==> src/hdl/cwpa_pkg.sv <==
// Shared types, constants and small lookup functions for the packed weight address generator.
// The configuration, pipeline stage and top-level files refer to this package by scoped names.
package cwpa_pkg;

	localparam int MaxChannels = 4096;
	localparam int MaxKernels  = 4096;
	localparam int HeadBytes   = 512;
	localparam int BiasBytes   = 16;

	localparam logic [1:0] FUNC_WEIGHT = 2'd0;
	localparam logic [1:0] FUNC_BIAS   = 2'd1;
	localparam logic [1:0] FUNC_PRELU  = 2'd2;
	localparam logic [1:0] FUNC_SIZE   = 2'd3;

	localparam logic [2:0] REG_KW    = 3'd0;
	localparam logic [2:0] REG_KH    = 3'd1;
	localparam logic [2:0] REG_CC    = 3'd2;
	localparam logic [2:0] REG_KC    = 3'd3;
	localparam logic [2:0] REG_QUANT = 3'd4;
	localparam logic [2:0] REG_PRELU = 3'd5;

	typedef struct packed {
		logic [2:0]  kw;
		logic [2:0]  kh;
		logic [12:0] cc;
		logic [12:0] kc;
		logic        quant;
		logic        prelu;
	} cfg_t;

	typedef struct packed {
		logic [1:0]  func;
		logic [11:0] kernel_index;
		logic [11:0] channel_index;
		logic [2:0]  tap_row;
		logic [2:0]  tap_col;
		logic [15:0] element_value;
	} req_t;

	typedef struct packed {
		logic [1:0]  func;
		logic        err;
		logic        quant;
		logic        prelu;
		logic [9:0]  gsel;
		logic [22:0] grp_full;
		logic [6:0]  mct;
		logic [8:0]  cci;
		logic [2:0]  mk;
		logic [3:0]  tiles_m;
		logic [2:0]  xoff;
		logic [3:0]  last;
		logic [12:0] nt;
		logic [6:0]  slot;
		logic [15:0] value;
	} s1_t;

	typedef struct packed {
		logic [1:0]  func;
		logic        err;
		logic        quant;
		logic        prelu;
		logic [31:0] gmul;
		logic [16:0] tindex;
		logic [6:0]  slot;
		logic [2:0]  mk;
		logic [15:0] value;
	} s2_t;

	typedef struct packed {
		logic [1:0]  func;
		logic        err;
		logic [32:0] suma;
		logic [25:0] sumb;
		logic [1:0]  ebytes;
		logic [15:0] value;
	} s3_t;

	// Slot of the seventh column of a 7x7 kernel, which is folded into spare tile slots.
	function automatic logic [6:0] col_seven(input logic [2:0] idx);
		logic [6:0] r;
		unique case (idx)
			3'd0: r = 7'd17;
			3'd1: r = 7'd3;
			3'd2: r = 7'd9;
			3'd3: r = 7'd15;
			3'd4: r = 7'd0;
			3'd5: r = 7'd6;
			3'd6: r = 7'd12;
			default: r = 7'd0;
		endcase
		return r;
	endfunction

	function automatic logic [1:0] div3(input logic [2:0] v);
		logic [1:0] r;
		unique case (v)
			3'd0, 3'd1, 3'd2: r = 2'd0;
			3'd3, 3'd4, 3'd5: r = 2'd1;
			default: r = 2'd2;
		endcase
		return r;
	endfunction

	function automatic logic [1:0] mod3(input logic [2:0] v);
		logic [1:0] r;
		unique case (v)
			3'd0, 3'd3, 3'd6: r = 2'd0;
			3'd1, 3'd4, 3'd7: r = 2'd1;
			default: r = 2'd2;
		endcase
		return r;
	endfunction

endpackage

==> src/hdl/cwpa_if.sv <==
// Request and response channel interfaces of the packed weight address generator.
// Standalone; no package dependency.
interface cwpa_req_if;
	logic        valid;
	logic        ready;
	logic [1:0]  func;
	logic [11:0] kernel_index;
	logic [11:0] channel_index;
	logic [2:0]  tap_row;
	logic [2:0]  tap_col;
	logic [15:0] element_value;
	modport source(output valid, func, kernel_index, channel_index, tap_row, tap_col,
		element_value, input ready);
	modport sink(input valid, func, kernel_index, channel_index, tap_row, tap_col,
		element_value, output ready);
endinterface

interface cwpa_rsp_if;
	logic        valid;
	logic        ready;
	logic [31:0] byte_offset;
	logic [1:0]  element_bytes;
	logic [15:0] placed_value;
	logic        status;
	modport source(output valid, byte_offset, element_bytes, placed_value, status,
		input ready);
	modport sink(input valid, byte_offset, element_bytes, placed_value, status,
		output ready);
endinterface

==> src/hdl/cwpa_cfg.sv <==
// APB-style configuration register file of the packed weight address generator.
// Depends on cwpa_pkg for the register map and the configuration struct.
module cwpa_cfg (
	input  logic                clk,
	input  logic                arst_n,
	input  logic                psel,
	input  logic                penable,
	input  logic                pwrite,
	input  logic [4:0]          paddr,
	input  logic [31:0]         pwdata,
	output logic [31:0]         prdata,
	output logic                pready,
	output cwpa_pkg::cfg_t      cfg
);
	cwpa_pkg::cfg_t cfg_q;
	logic           wr;
	logic [2:0]     idx;

	assign pready = 1'b1;
	assign wr     = psel & penable & pwrite;
	assign idx    = paddr[4:2];
	assign cfg    = cfg_q;

	always_ff @(posedge clk or negedge arst_n) begin
		if (!arst_n) begin
			cfg_q.kw    <= 3'd1;
			cfg_q.kh    <= 3'd1;
			cfg_q.cc    <= 13'd1;
			cfg_q.kc    <= 13'd1;
			cfg_q.quant <= 1'b0;
			cfg_q.prelu <= 1'b0;
		end else if (wr) begin
			unique case (idx)
				cwpa_pkg::REG_KW:    cfg_q.kw    <= pwdata[2:0];
				cwpa_pkg::REG_KH:    cfg_q.kh    <= pwdata[2:0];
				cwpa_pkg::REG_CC:    cfg_q.cc    <= pwdata[12:0];
				cwpa_pkg::REG_KC:    cfg_q.kc    <= pwdata[12:0];
				cwpa_pkg::REG_QUANT: cfg_q.quant <= pwdata[0];
				cwpa_pkg::REG_PRELU: cfg_q.prelu <= pwdata[0];
				default: ;
			endcase
		end
	end

	always_comb begin
		unique case (idx)
			cwpa_pkg::REG_KW:    prdata = {29'd0, cfg_q.kw};
			cwpa_pkg::REG_KH:    prdata = {29'd0, cfg_q.kh};
			cwpa_pkg::REG_CC:    prdata = {19'd0, cfg_q.cc};
			cwpa_pkg::REG_KC:    prdata = {19'd0, cfg_q.kc};
			cwpa_pkg::REG_QUANT: prdata = {31'd0, cfg_q.quant};
			cwpa_pkg::REG_PRELU: prdata = {31'd0, cfg_q.prelu};
			default:             prdata = 32'd0;
		endcase
	end
endmodule

==> src/hdl/cwpa_decode.sv <==
// First pipeline stage: decodes the configuration and the request indices into
// tile counts, group sizes, the tile slot and the range check. Depends on cwpa_pkg.
module cwpa_decode (
	input  logic                clk,
	input  logic                arst_n,
	input  cwpa_pkg::cfg_t      cfg,
	input  logic                in_valid,
	output logic                in_ready,
	input  cwpa_pkg::req_t      req,
	output logic                out_valid,
	input  logic                out_ready,
	output cwpa_pkg::s1_t       out_data
);
	logic          v_s1;
	cwpa_pkg::s1_t d_s1;
	cwpa_pkg::s1_t nx;

	logic [2:0]  kmax, p;
	logic        cfg_ok, p1;
	logic [12:0] nt;
	logic [18:0] ntb;
	logic [19:0] ntb_e;
	logic [9:0]  ng, ngm1;
	logic [12:0] lastw;
	logic [8:0]  g;
	logic [12:0] kdiff;
	logic [3:0]  mcount;
	logic [8:0]  cci;
	logic [12:0] rem;
	logic [6:0]  csz;
	logic [7:0]  base, trow3, rowv, colv, cell8;
	logic [3:0]  sel7;
	logic [11:0] cidx;

	assign in_ready  = !v_s1 || out_ready;
	assign out_valid = v_s1;
	assign out_data  = d_s1;
	assign cidx      = req.channel_index;

	always_comb begin
		kmax   = (cfg.kw > cfg.kh) ? cfg.kw : cfg.kh;
		p      = kmax | 3'd1;
		p1     = (p == 3'd1);
		cfg_ok = (cfg.kw != 3'd0) && (cfg.kh != 3'd0) && (cfg.cc != 13'd0)
			&& (cfg.kc != 13'd0) && (cfg.cc <= 13'(cwpa_pkg::MaxChannels))
			&& (cfg.kc <= 13'(cwpa_pkg::MaxKernels));

		unique case (p)
			3'd7:    nt = cfg.cc;
			3'd5:    nt = 13'(({1'b0, cfg.cc} + 14'd1) >> 1);
			3'd3:    nt = 13'(({1'b0, cfg.cc} + 14'd7) >> 3);
			default: nt = 13'(({1'b0, cfg.cc} + 14'd63) >> 6);
		endcase
		// Tile size is 72 elements, so nt tiles hold nt*64 + nt*8 elements.
		ntb   = 19'({nt, 6'b0}) + 19'({nt, 3'b0});
		ntb_e = cfg.quant ? {1'b0, ntb} : {ntb, 1'b0};

		ng    = 10'(({1'b0, cfg.kc} + 14'd7) >> 3);
		ngm1  = ng - 10'd1;
		lastw = cfg.kc - {ngm1, 3'b0};

		g      = req.kernel_index[11:3];
		kdiff  = cfg.kc - {1'b0, g, 3'b0};
		mcount = (kdiff >= 13'd8) ? 4'd8 : kdiff[3:0];

		cci = p1 ? {3'b0, cidx[11:6]} : cidx[11:3];
		rem = cfg.cc - (p1 ? {1'b0, cci[5:0], 6'b0} : {1'b0, cci, 3'b0});
		if (p1)
			csz = (rem >= 13'd64) ? 7'd64 : rem[6:0];
		else
			csz = (rem >= 13'd8) ? 7'd8 : rem[6:0];

		nx          = '0;
		nx.func     = req.func;
		nx.quant    = cfg.quant;
		nx.prelu    = cfg.prelu;
		nx.gsel     = (req.func == cwpa_pkg::FUNC_SIZE) ? ngm1 : {1'b0, g};
		nx.grp_full = (cfg.prelu ? 23'd32 : 23'd16) + {ntb_e, 3'b0};
		nx.cci      = cci;
		nx.mk       = req.kernel_index[2:0];
		nx.last     = lastw[3:0];
		nx.nt       = nt;
		nx.value    = req.element_value;

		unique case (p)
			3'd7: begin
				nx.mct     = 7'({mcount, 3'b0});
				nx.tiles_m = csz[3:0];
				nx.xoff    = cidx[2:0];
			end
			3'd5: begin
				nx.mct     = 7'({mcount, 2'b0});
				nx.tiles_m = 4'((csz + 7'd1) >> 1);
				nx.xoff    = {1'b0, cidx[2:1]};
			end
			default: begin
				nx.mct     = 7'(mcount);
				nx.tiles_m = 4'd1;
				nx.xoff    = 3'd0;
			end
		endcase

		// Tile rows are bottom aligned: a kernel shorter than the class starts lower.
		base  = 8'd12 + 8'(req.tap_row) - 8'(cfg.kh);
		trow3 = 8'({cidx[2:1], 1'b0}) + 8'(cidx[2:1]);
		sel7  = 4'(req.tap_row) + 4'd7 - 4'(cfg.kh);
		unique case (p)
			3'd7: begin
				rowv = base;
				colv = 8'(req.tap_col);
			end
			3'd5: begin
				rowv = base - (cidx[0] ? 8'd6 : 8'd0);
				colv = 8'(req.tap_col);
			end
			3'd3: begin
				rowv = base - trow3;
				colv = (cidx[0] ? 8'd3 : 8'd0) + 8'(req.tap_col);
			end
			default: begin
				rowv = 8'd11 - trow3 - 8'(cwpa_pkg::div3(cidx[5:3]));
				colv = (cidx[0] ? 8'd3 : 8'd0) + 8'(cwpa_pkg::mod3(cidx[5:3]));
			end
		endcase
		cell8 = {rowv[5:0], 2'b0} + {rowv[6:0], 1'b0} + colv;
		if (p == 3'd7 && req.tap_col == 3'd6)
			nx.slot = cwpa_pkg::col_seven(sel7[2:0]);
		else
			nx.slot = cell8[6:0];

		nx.err = !cfg_ok
			|| ((req.func != cwpa_pkg::FUNC_SIZE) && ({1'b0, req.kernel_index} >= cfg.kc))
			|| ((req.func == cwpa_pkg::FUNC_PRELU) && !cfg.prelu)
			|| ((req.func == cwpa_pkg::FUNC_WEIGHT) && (({1'b0, cidx} >= cfg.cc)
				|| (req.tap_row >= cfg.kh) || (req.tap_col >= cfg.kw)));
	end

	always_ff @(posedge clk or negedge arst_n) begin
		if (!arst_n)
			v_s1 <= 1'b0;
		else if (in_ready)
			v_s1 <= in_valid;
	end

	always_ff @(posedge clk) begin
		if (in_ready && in_valid)
			d_s1 <= nx;
	end
endmodule

==> src/hdl/cwpa_mul.sv <==
// Second pipeline stage: group base product and tile index products.
// Depends on cwpa_pkg for the stage structs and function codes.
module cwpa_mul (
	input  logic                clk,
	input  logic                arst_n,
	input  logic                in_valid,
	output logic                in_ready,
	input  cwpa_pkg::s1_t       in_data,
	output logic                out_valid,
	input  logic                out_ready,
	output cwpa_pkg::s2_t       out_data
);
	logic          v_s2;
	cwpa_pkg::s2_t d_s2;
	cwpa_pkg::s2_t nx;
	logic [32:0]   gprod;

	assign in_ready  = !v_s2 || out_ready;
	assign out_valid = v_s2;
	assign out_data  = d_s2;

	always_comb begin
		gprod    = 33'(in_data.gsel) * 33'(in_data.grp_full);
		nx       = '0;
		nx.func  = in_data.func;
		nx.err   = in_data.err;
		nx.quant = in_data.quant;
		nx.prelu = in_data.prelu;
		nx.gmul  = gprod[31:0];
		nx.slot  = in_data.slot;
		nx.mk    = in_data.mk;
		nx.value = in_data.value;
		// For the size query the tile index slot carries the tiles of the last group.
		if (in_data.func == cwpa_pkg::FUNC_SIZE)
			nx.tindex = 17'(in_data.last) * 17'(in_data.nt);
		else
			nx.tindex = 17'(in_data.mct) * 17'(in_data.cci)
				+ 17'(in_data.mk) * 17'(in_data.tiles_m) + 17'(in_data.xoff);
	end

	always_ff @(posedge clk or negedge arst_n) begin
		if (!arst_n)
			v_s2 <= 1'b0;
		else if (in_ready)
			v_s2 <= in_valid;
	end

	always_ff @(posedge clk) begin
		if (in_ready && in_valid)
			d_s2 <= nx;
	end
endmodule

==> src/hdl/cwpa_sum.sv <==
// Third and fourth pipeline stages: partial sums, then the final add, padding,
// saturation and the output register. Depends on cwpa_pkg.
module cwpa_sum (
	input  logic                clk,
	input  logic                arst_n,
	input  logic                in_valid,
	output logic                in_ready,
	input  cwpa_pkg::s2_t       in_data,
	output logic                out_valid,
	input  logic                out_ready,
	output logic [31:0]         byte_offset,
	output logic [1:0]          element_bytes,
	output logic [15:0]         placed_value,
	output logic                status
);
	logic          v_s3, v_s4, rdy_s3, rdy_s4;
	cwpa_pkg::s3_t d_s3, nx;
	logic [24:0]   tb;
	logic [25:0]   bias_b;
	logic [33:0]   total;
	logic [31:0]   offs;
	logic [31:0]   off_s4;
	logic [1:0]    eb_s4;
	logic [15:0]   pv_s4;
	logic          st_s4;

	assign rdy_s4   = !v_s4 || out_ready;
	assign rdy_s3   = !v_s3 || rdy_s4;
	assign in_ready = rdy_s3;

	always_comb begin
		tb = 25'({in_data.tindex, 6'b0}) + 25'({in_data.tindex, 3'b0});
		if (!in_data.quant)
			tb = {tb[23:0], 1'b0};
		bias_b   = in_data.prelu ? 26'd32 : 26'd16;
		nx       = '0;
		nx.func  = in_data.func;
		nx.err   = in_data.err;
		nx.suma  = (in_data.quant ? 33'(cwpa_pkg::HeadBytes) : 33'd0) + 33'(in_data.gmul);
		nx.value = in_data.value;
		unique case (in_data.func)
			cwpa_pkg::FUNC_WEIGHT: begin
				nx.sumb   = bias_b + 26'(tb)
					+ (in_data.quant ? 26'(in_data.slot) : 26'({in_data.slot, 1'b0}));
				nx.ebytes = in_data.quant ? 2'd1 : 2'd2;
				if (in_data.quant)
					nx.value = {8'd0, in_data.value[7:0]};
			end
			cwpa_pkg::FUNC_BIAS: begin
				nx.sumb   = 26'({in_data.mk, 1'b0});
				nx.ebytes = 2'd2;
			end
			cwpa_pkg::FUNC_PRELU: begin
				nx.sumb   = 26'(cwpa_pkg::BiasBytes) + 26'({in_data.mk, 1'b0});
				nx.ebytes = 2'd2;
			end
			default: begin
				// Size query: the +15 rounds the total up to a 16-byte multiple.
				nx.sumb   = bias_b + 26'(tb) + 26'd15;
				nx.ebytes = 2'd0;
				nx.value  = 16'd0;
			end
		endcase
	end

	always_comb begin
		total = 34'(d_s3.suma) + 34'(d_s3.sumb);
		if (d_s3.func == cwpa_pkg::FUNC_SIZE)
			total[3:0] = 4'd0;
		offs = (total[33:32] != 2'd0) ? 32'hFFFF_FFFF : total[31:0];
	end

	always_ff @(posedge clk or negedge arst_n) begin
		if (!arst_n) begin
			v_s3 <= 1'b0;
			v_s4 <= 1'b0;
		end else begin
			if (rdy_s3)
				v_s3 <= in_valid;
			if (rdy_s4)
				v_s4 <= v_s3;
		end
	end

	always_ff @(posedge clk) begin
		if (rdy_s3 && in_valid)
			d_s3 <= nx;
		if (rdy_s4 && v_s3) begin
			off_s4 <= d_s3.err ? 32'd0 : offs;
			eb_s4  <= d_s3.err ? 2'd0 : d_s3.ebytes;
			pv_s4  <= d_s3.err ? 16'd0 : d_s3.value;
			st_s4  <= d_s3.err;
		end
	end

	assign out_valid     = v_s4;
	assign byte_offset   = off_s4;
	assign element_bytes = eb_s4;
	assign placed_value  = pv_s4;
	assign status        = st_s4;
endmodule

==> src/hdl/conv_weight_pack_address.sv <==
// Packed convolution weight address generator, top level.
// Uses cwpa_pkg, the channel interfaces and the cwpa_cfg/decode/mul/sum modules.
//
// Usage: each request transaction on req names one weight, bias or PReLU
// element (func 0, 1, 2) or asks for the padded total size of the packed
// buffer (func 3). Each request yields exactly one response transaction on
// rsp with the byte offset, the element byte count, the value to write and
// an error status; error responses carry zeros in the other fields.
// The layout follows the registers written through the APB-style port:
// kernel width and height, channel and kernel counts, quantized and PReLU.
// The user must write registers only while no request is in flight; the block itself does not enforce it.
// Throughput is one transaction per cycle while rsp is not stalled; each
// request passes through the four-stage pipeline (decode, multiply,
// partial sums, output register) before its response is valid.
// Stages hold their contents while the receiver stalls; ready drops only
// when every stage up to the input is full. Reset empties the pipeline and
// loads the register defaults: 1x1 kernel, one channel, one kernel, half floats.
module conv_weight_pack_address (
	input  logic         clk,
	input  logic         arst_n,
	cwpa_req_if.sink     req,
	cwpa_rsp_if.source   rsp,
	input  logic         psel,
	input  logic         penable,
	input  logic         pwrite,
	input  logic [4:0]   paddr,
	input  logic [31:0]  pwdata,
	output logic [31:0]  prdata,
	output logic         pready
);
	cwpa_pkg::cfg_t cfg;
	cwpa_pkg::req_t req_d;
	cwpa_pkg::s1_t  d1;
	cwpa_pkg::s2_t  d2;
	logic           v1, r1, v2, r2;

	assign req_d.func          = req.func;
	assign req_d.kernel_index  = req.kernel_index;
	assign req_d.channel_index = req.channel_index;
	assign req_d.tap_row       = req.tap_row;
	assign req_d.tap_col       = req.tap_col;
	assign req_d.element_value = req.element_value;

	cwpa_cfg u_cfg (
		.clk(clk), .arst_n(arst_n), .psel(psel), .penable(penable), .pwrite(pwrite),
		.paddr(paddr), .pwdata(pwdata), .prdata(prdata), .pready(pready), .cfg(cfg)
	);

	cwpa_decode u_decode (
		.clk(clk), .arst_n(arst_n), .cfg(cfg), .in_valid(req.valid), .in_ready(req.ready),
		.req(req_d), .out_valid(v1), .out_ready(r1), .out_data(d1)
	);

	cwpa_mul u_mul (
		.clk(clk), .arst_n(arst_n), .in_valid(v1), .in_ready(r1), .in_data(d1),
		.out_valid(v2), .out_ready(r2), .out_data(d2)
	);

	cwpa_sum u_sum (
		.clk(clk), .arst_n(arst_n), .in_valid(v2), .in_ready(r2), .in_data(d2),
		.out_valid(rsp.valid), .out_ready(rsp.ready), .byte_offset(rsp.byte_offset),
		.element_bytes(rsp.element_bytes), .placed_value(rsp.placed_value),
		.status(rsp.status)
	);
endmodule

==> src/flat_wrapper.sv <==
// flat-port wrapper written by rule: the top's interface ports become plain ports
module conv_weight_pack_address_flat 
  (clk, arst_n, psel, penable, pwrite, paddr, pwdata, prdata, pready, req_valid, req_func, req_kernel_index, req_channel_index, req_tap_row, req_tap_col, req_element_value, req_ready, rsp_valid, rsp_byte_offset, rsp_element_bytes, rsp_placed_value, rsp_status, rsp_ready);
  cwpa_req_if req_i ();
  cwpa_rsp_if rsp_i ();
  input  logic clk;
  input  logic arst_n;
  input  logic psel;
  input  logic penable;
  input  logic pwrite;
  input  logic [4:0] paddr;
  input  logic [31:0] pwdata;
  output logic [31:0] prdata;
  output logic pready;
  input wire logic [$bits(req_i.valid)-1:0] req_valid;
  input wire logic [$bits(req_i.func)-1:0] req_func;
  input wire logic [$bits(req_i.kernel_index)-1:0] req_kernel_index;
  input wire logic [$bits(req_i.channel_index)-1:0] req_channel_index;
  input wire logic [$bits(req_i.tap_row)-1:0] req_tap_row;
  input wire logic [$bits(req_i.tap_col)-1:0] req_tap_col;
  input wire logic [$bits(req_i.element_value)-1:0] req_element_value;
  output wire logic [$bits(req_i.ready)-1:0] req_ready;
  output wire logic [$bits(rsp_i.valid)-1:0] rsp_valid;
  output wire logic [$bits(rsp_i.byte_offset)-1:0] rsp_byte_offset;
  output wire logic [$bits(rsp_i.element_bytes)-1:0] rsp_element_bytes;
  output wire logic [$bits(rsp_i.placed_value)-1:0] rsp_placed_value;
  output wire logic [$bits(rsp_i.status)-1:0] rsp_status;
  input wire logic [$bits(rsp_i.ready)-1:0] rsp_ready;
  assign req_i.valid = req_valid;
  assign req_i.func = req_func;
  assign req_i.kernel_index = req_kernel_index;
  assign req_i.channel_index = req_channel_index;
  assign req_i.tap_row = req_tap_row;
  assign req_i.tap_col = req_tap_col;
  assign req_i.element_value = req_element_value;
  assign req_ready = req_i.ready;
  assign rsp_valid = rsp_i.valid;
  assign rsp_byte_offset = rsp_i.byte_offset;
  assign rsp_element_bytes = rsp_i.element_bytes;
  assign rsp_placed_value = rsp_i.placed_value;
  assign rsp_status = rsp_i.status;
  assign rsp_i.ready = rsp_ready;
  conv_weight_pack_address u_core (.clk(clk), .arst_n(arst_n), .req(req_i), .rsp(rsp_i), .psel(psel), .penable(penable), .pwrite(pwrite), .paddr(paddr), .pwdata(pwdata), .prdata(prdata), .pready(pready));
endmodule
==> config.mk <==
export PLATFORM = sky130hd
export DESIGN_NAME = conv_weight_pack_address_flat
export DESIGN_NICKNAME = d
export VERILOG_FILES = /design/src/hdl/cwpa_pkg.sv /design/src/hdl/cwpa_if.sv /design/src/hdl/cwpa_cfg.sv /design/src/hdl/cwpa_decode.sv /design/src/hdl/cwpa_mul.sv /design/src/hdl/cwpa_sum.sv /design/src/hdl/conv_weight_pack_address.sv /design/src/flat_wrapper.sv
export SDC_FILE = /design/constraint.sdc
export NUM_CORES = 1
export LEC_CHECK = 0
export ABC_CLOCK_PERIOD_IN_PS = 8100
export BUFFER_PORTS_ARGS = -buffer_cell sky130_fd_sc_hd__buf_2
export CAP_MARGIN = 5
export CORE_ASPECT_RATIO = 1.2
export CORE_MARGIN = 3
export CORE_UTILIZATION = 35
export CTS_BUF_LIST = sky130_fd_sc_hd__clkbuf_8
export CTS_CLUSTER_DIAMETER = 30
export DETAILED_ROUTE_END_ITERATION = 7
export GPL_TIMING_DRIVEN = 0
export SLEW_MARGIN = 20
export SYNTH_ARGS = -nofsm -noshare
export SYNTH_HDL_FRONTEND = slang
export SYNTH_HIERARCHICAL = 1
export SYNTH_SLANG_ARGS = --single-unit
export TNS_END_PERCENT = 5
==> constraint.sdc <==
create_clock -name clk -period 8.1 [get_ports clk]
set_input_delay 2.43 -clock clk [delete_from_list [all_inputs] [get_ports clk]]
set_output_delay 2.43 -clock clk [all_outputs]
set_load 0.005 [all_outputs]
==> impl_results.md <==
- M1 WL: 37,500 um
- Clock-pin slew on the worst setup and hold paths: 0.05 ns
- Required time of the critical path: between 8 and 9 ns
- Clk buf depth: 3
- Routed WL: around 83,000 um
- Register area share after synthesis: between 30% and 40%
- Relative slew margins: between 20% and 30%
- Clock Sinks: 348
- DRT Pass-1 Iters: 6
- HP Class: flop to flop
- R2R Path Start: u_core/u_mul/out_data[76]
- Post-Layout Cell Count: 4,919
- CP Cell Sequence: buf_2 -> buf_1 -> clkbuf_1 -> clkbuf_1 -> buf_1 -> mux2_2 -> ha_1 -> a21oi_1 -> or4b_4 -> a2111oi_4 -> nand4_1 -> nor3_1 -> nand2_1 -> o311a_1 -> a211oi_1 -> nand2_1 -> o41ai_1
- I/O Buffers: around 140
- Fraction of layout cells with a size suffix above 1: between 10% and 20%
- Synth Flop Type: edfxtp_1
- Hold Buf Count CTS: 0
- Post-synth EDFFs: 310
- Most frequent cells in the layout: inv_1 (399), nand2_1 (351), edfxtp_1 (310), ha_1 (278), fa_1 (253)
- Gpl congestion: roughly 0.9
- Placed cells: ~4,800
- Max cap viols: 0
- Fin crit period: 7.57 ns
- Num ports: ~180
- Synth cell types: 117
- Setup TNS: 0 ns
- Antenna violations before repair: 7
- Flop2flop setup slack: 0.53 ns
- Number of global-route vias before repair: 24,900
- DR vias: roughly 25,000
- Largest net degree at the start of global routing: 55
- Mean Syn Cell Area: a little under 10 um^2
- Fill cells: roughly 9,400
- Met2 WL: ~40,000 um
- Fin. Hold Viols: 0
- Vias per inst: 5.01
- Worst skew pair latency: 0.66 ns
- Full die area: between 90,000 and 100,000 um^2
- DR top layer: met5
- Hpwl dp: 67,100 um
- Actual slew at the worst max-slew pin: 1.11 ns
- CP Launch Type: flop
- Synthesized area: ~33,000 um^2
- CP endpoint kind: flop
- Total track usage: 16.8%
- Drt first-iter violations: roughly 1,500
- Per-cell routed wire length: 16.9 um
- Post-CTS Setup Inserts: 0
- Crit-path slowest cell: o41ai_1
- CTS tree: built
- Asr flop ratio synth: around 11%
- Path type of the worst setup path: flop to flop
- Remaining Overflow, GRT: 0
- Antenna-violating nets left: 0
- R2r worst-path depth: 17
- Post-Route Skew: between 0.04 and 0.05 ns
- Reg2reg end: u_core/u_sum/d_s3[41]
- Unrepaired setup endpoints after global routing: no
- CP max stage delay: roughly 0.99 ns
- CP max FO: 10
- CTS buffer count: between 70 and 80
- # rows: around 120
- Commonest non-fill, non-tap cell in the layout: inv_1
- Initial core utilization: a little over a third
- Global-route wire length before repair: 133,000 um
- Leading area contributor after synthesis: edfxtp_1
- Worst Setup SP: u_core/u_mul/out_data[76]
- Fmax: between 100 and 150 MHz
- Ys Warns: 6
- Status: completed
- Most area-consuming cells after synthesis: edfxtp_1 (28%), fa_1 (15%), ha_1 (10%)
- H-tree depth: 3
- Post-CTS Resized: 0
- Top-area cell type share of the netlist area: 28.0%
- Clock root buffer: clkbuf_8
- Die X-Extent: approximately 290 um
- Seq cells post-synth: ~350
- Core area: roughly 94,000 um^2
- Area grow syn2layout: 11.8%
- Setup violators final: 0
- Die height: roughly 340 um
- Fin nets: 4,233
- Final Max Tran Viols: 0
- Cell count after synthesis: between 3,000 and 4,000
- Wire length on met3: between 3000 and 4000 um
- Crit share post-route: roughly 93%
- Arrival time worst endpoint: roughly 7.8 ns
- DRC Markers: 0
- Critical path endpoint: u_core/u_sum/d_s3[41]
-- critical path, delay by kind of cell (launching register included) --
kind	cells	cell delay (ns)
and+or+nand+nor	5	1.47
adders and majority gates	1	0.29
DFF	1	0.55
buffers and inverters	5	2.14
muxes	1	0.43
AOI/OAI and AO/OA	5	2.32
-- registers in the layout, indices dropped and copies added, names as in the netlist --
| signal | count |
|---|---|
| u_core/u_sum/v_s3 | 1 |
| u_core/u_mul/out_valid | 1 |
| u_core/u_sum/out_valid | 1 |
| u_core/u_sum/byte_offset | 32 |
| u_core/u_sum/placed_value | 16 |
| u_core/u_decode/out_data | 99 |
| u_core/u_sum/status | 1 |
| u_core/u_sum/d_s3 | 80 |
| u_core/u_cfg/cfg | 34 |
| u_core/u_mul/out_data | 80 |
| u_core/u_sum/element_bytes | 2 |
| u_core/u_decode/out_valid | 1 |
-- metrics by stage --
step	setup WS, ns	util, %	hold WS (ns)	cell area, um^2
floorplan	1.86	-	0.400	33400
global placement	0.562	37.9	0.401	35600
detailed placement	0.593	38.0	0.405	35700
CTS	0.553	39.6	0.411	37200
global route	0.0761	39.6	0.424	37200
finish	0.531	39.6	0.413	37200
-- layer usage --
layer	GRT usage (%)	up-vias
met5	0	-
met4	5.66	2
met3	2.11	124
met2	28.6	622
met1	22.2	11900
li1	-	12000
-- cell usage after synthesis (28+ instances only) --
cell,count
nor3_1,52
fa_1,253
xor2_1,70
dfrtp_1,34
nand2b_1,34
nand2_1,351
nand3_1,62
a21o_1,54
edfxtp_1,310
inv_1,387
xnor2_1,131
clkbuf_1,91
and2_1,207
o21a_1,38
buf_4,32
mux2_2,43
mux2i_1,33
nor2_1,180
o21ai_0,103
ha_1,278
nor2b_1,52
a21oi_1,141
nand4_1,28
-- logic make-up after synthesis --
group / after synthesis / share of synthesized area [%]
simple gates: 1086 / 16.6
compound gates: 588 / 12.3
buf+inv: 535 / 6.54
fa+ha+maj: 531 / 25.7
flops: 348 / 30.8
xor+xnor: 201 / 5.29
mux: 81 / 2.72
other cells: 4 / 0.0451
-- worst min-delay path by stage --
stage                     depth (start not counted)                   endpoint                          from  slack [ns]
after CTS                                         0      u_core/u_sum/d_s3[52]     u_core/u_mul/out_data[51]        0.41
after global routing                              0   u_core/u_mul/out_data[9]   u_core/u_decode/out_data[9]        0.42
after global placement                            0  u_core/u_mul/out_data[12]  u_core/u_decode/out_data[12]        0.40
after detailed placement                          0      u_core/u_sum/d_s3[49]     u_core/u_mul/out_data[48]        0.40
after floorplan                                   0   u_core/u_mul/out_data[0]   u_core/u_decode/out_data[0]        0.40
final                                             0      u_core/u_sum/d_s3[52]     u_core/u_mul/out_data[51]        0.41
-- area by class of cell --
class,instances,area [um^2],share of cell area (%)
multi-input cells,2512,20900,56.3
flip-flops and latches,348,10300,27.6
well taps,1250,1560,4.20
inverters,389,1460,3.92
clock buffers,74,1020,2.74
repair buffers,139,778,2.09
plain buffers,146,717,1.93
clock inverters,57,457,1.23
diodes,4,10.0,0.0269
Power is not shown: default switching activity piles up to over one toggle a cycle in this logic, so the estimate is an artifact.
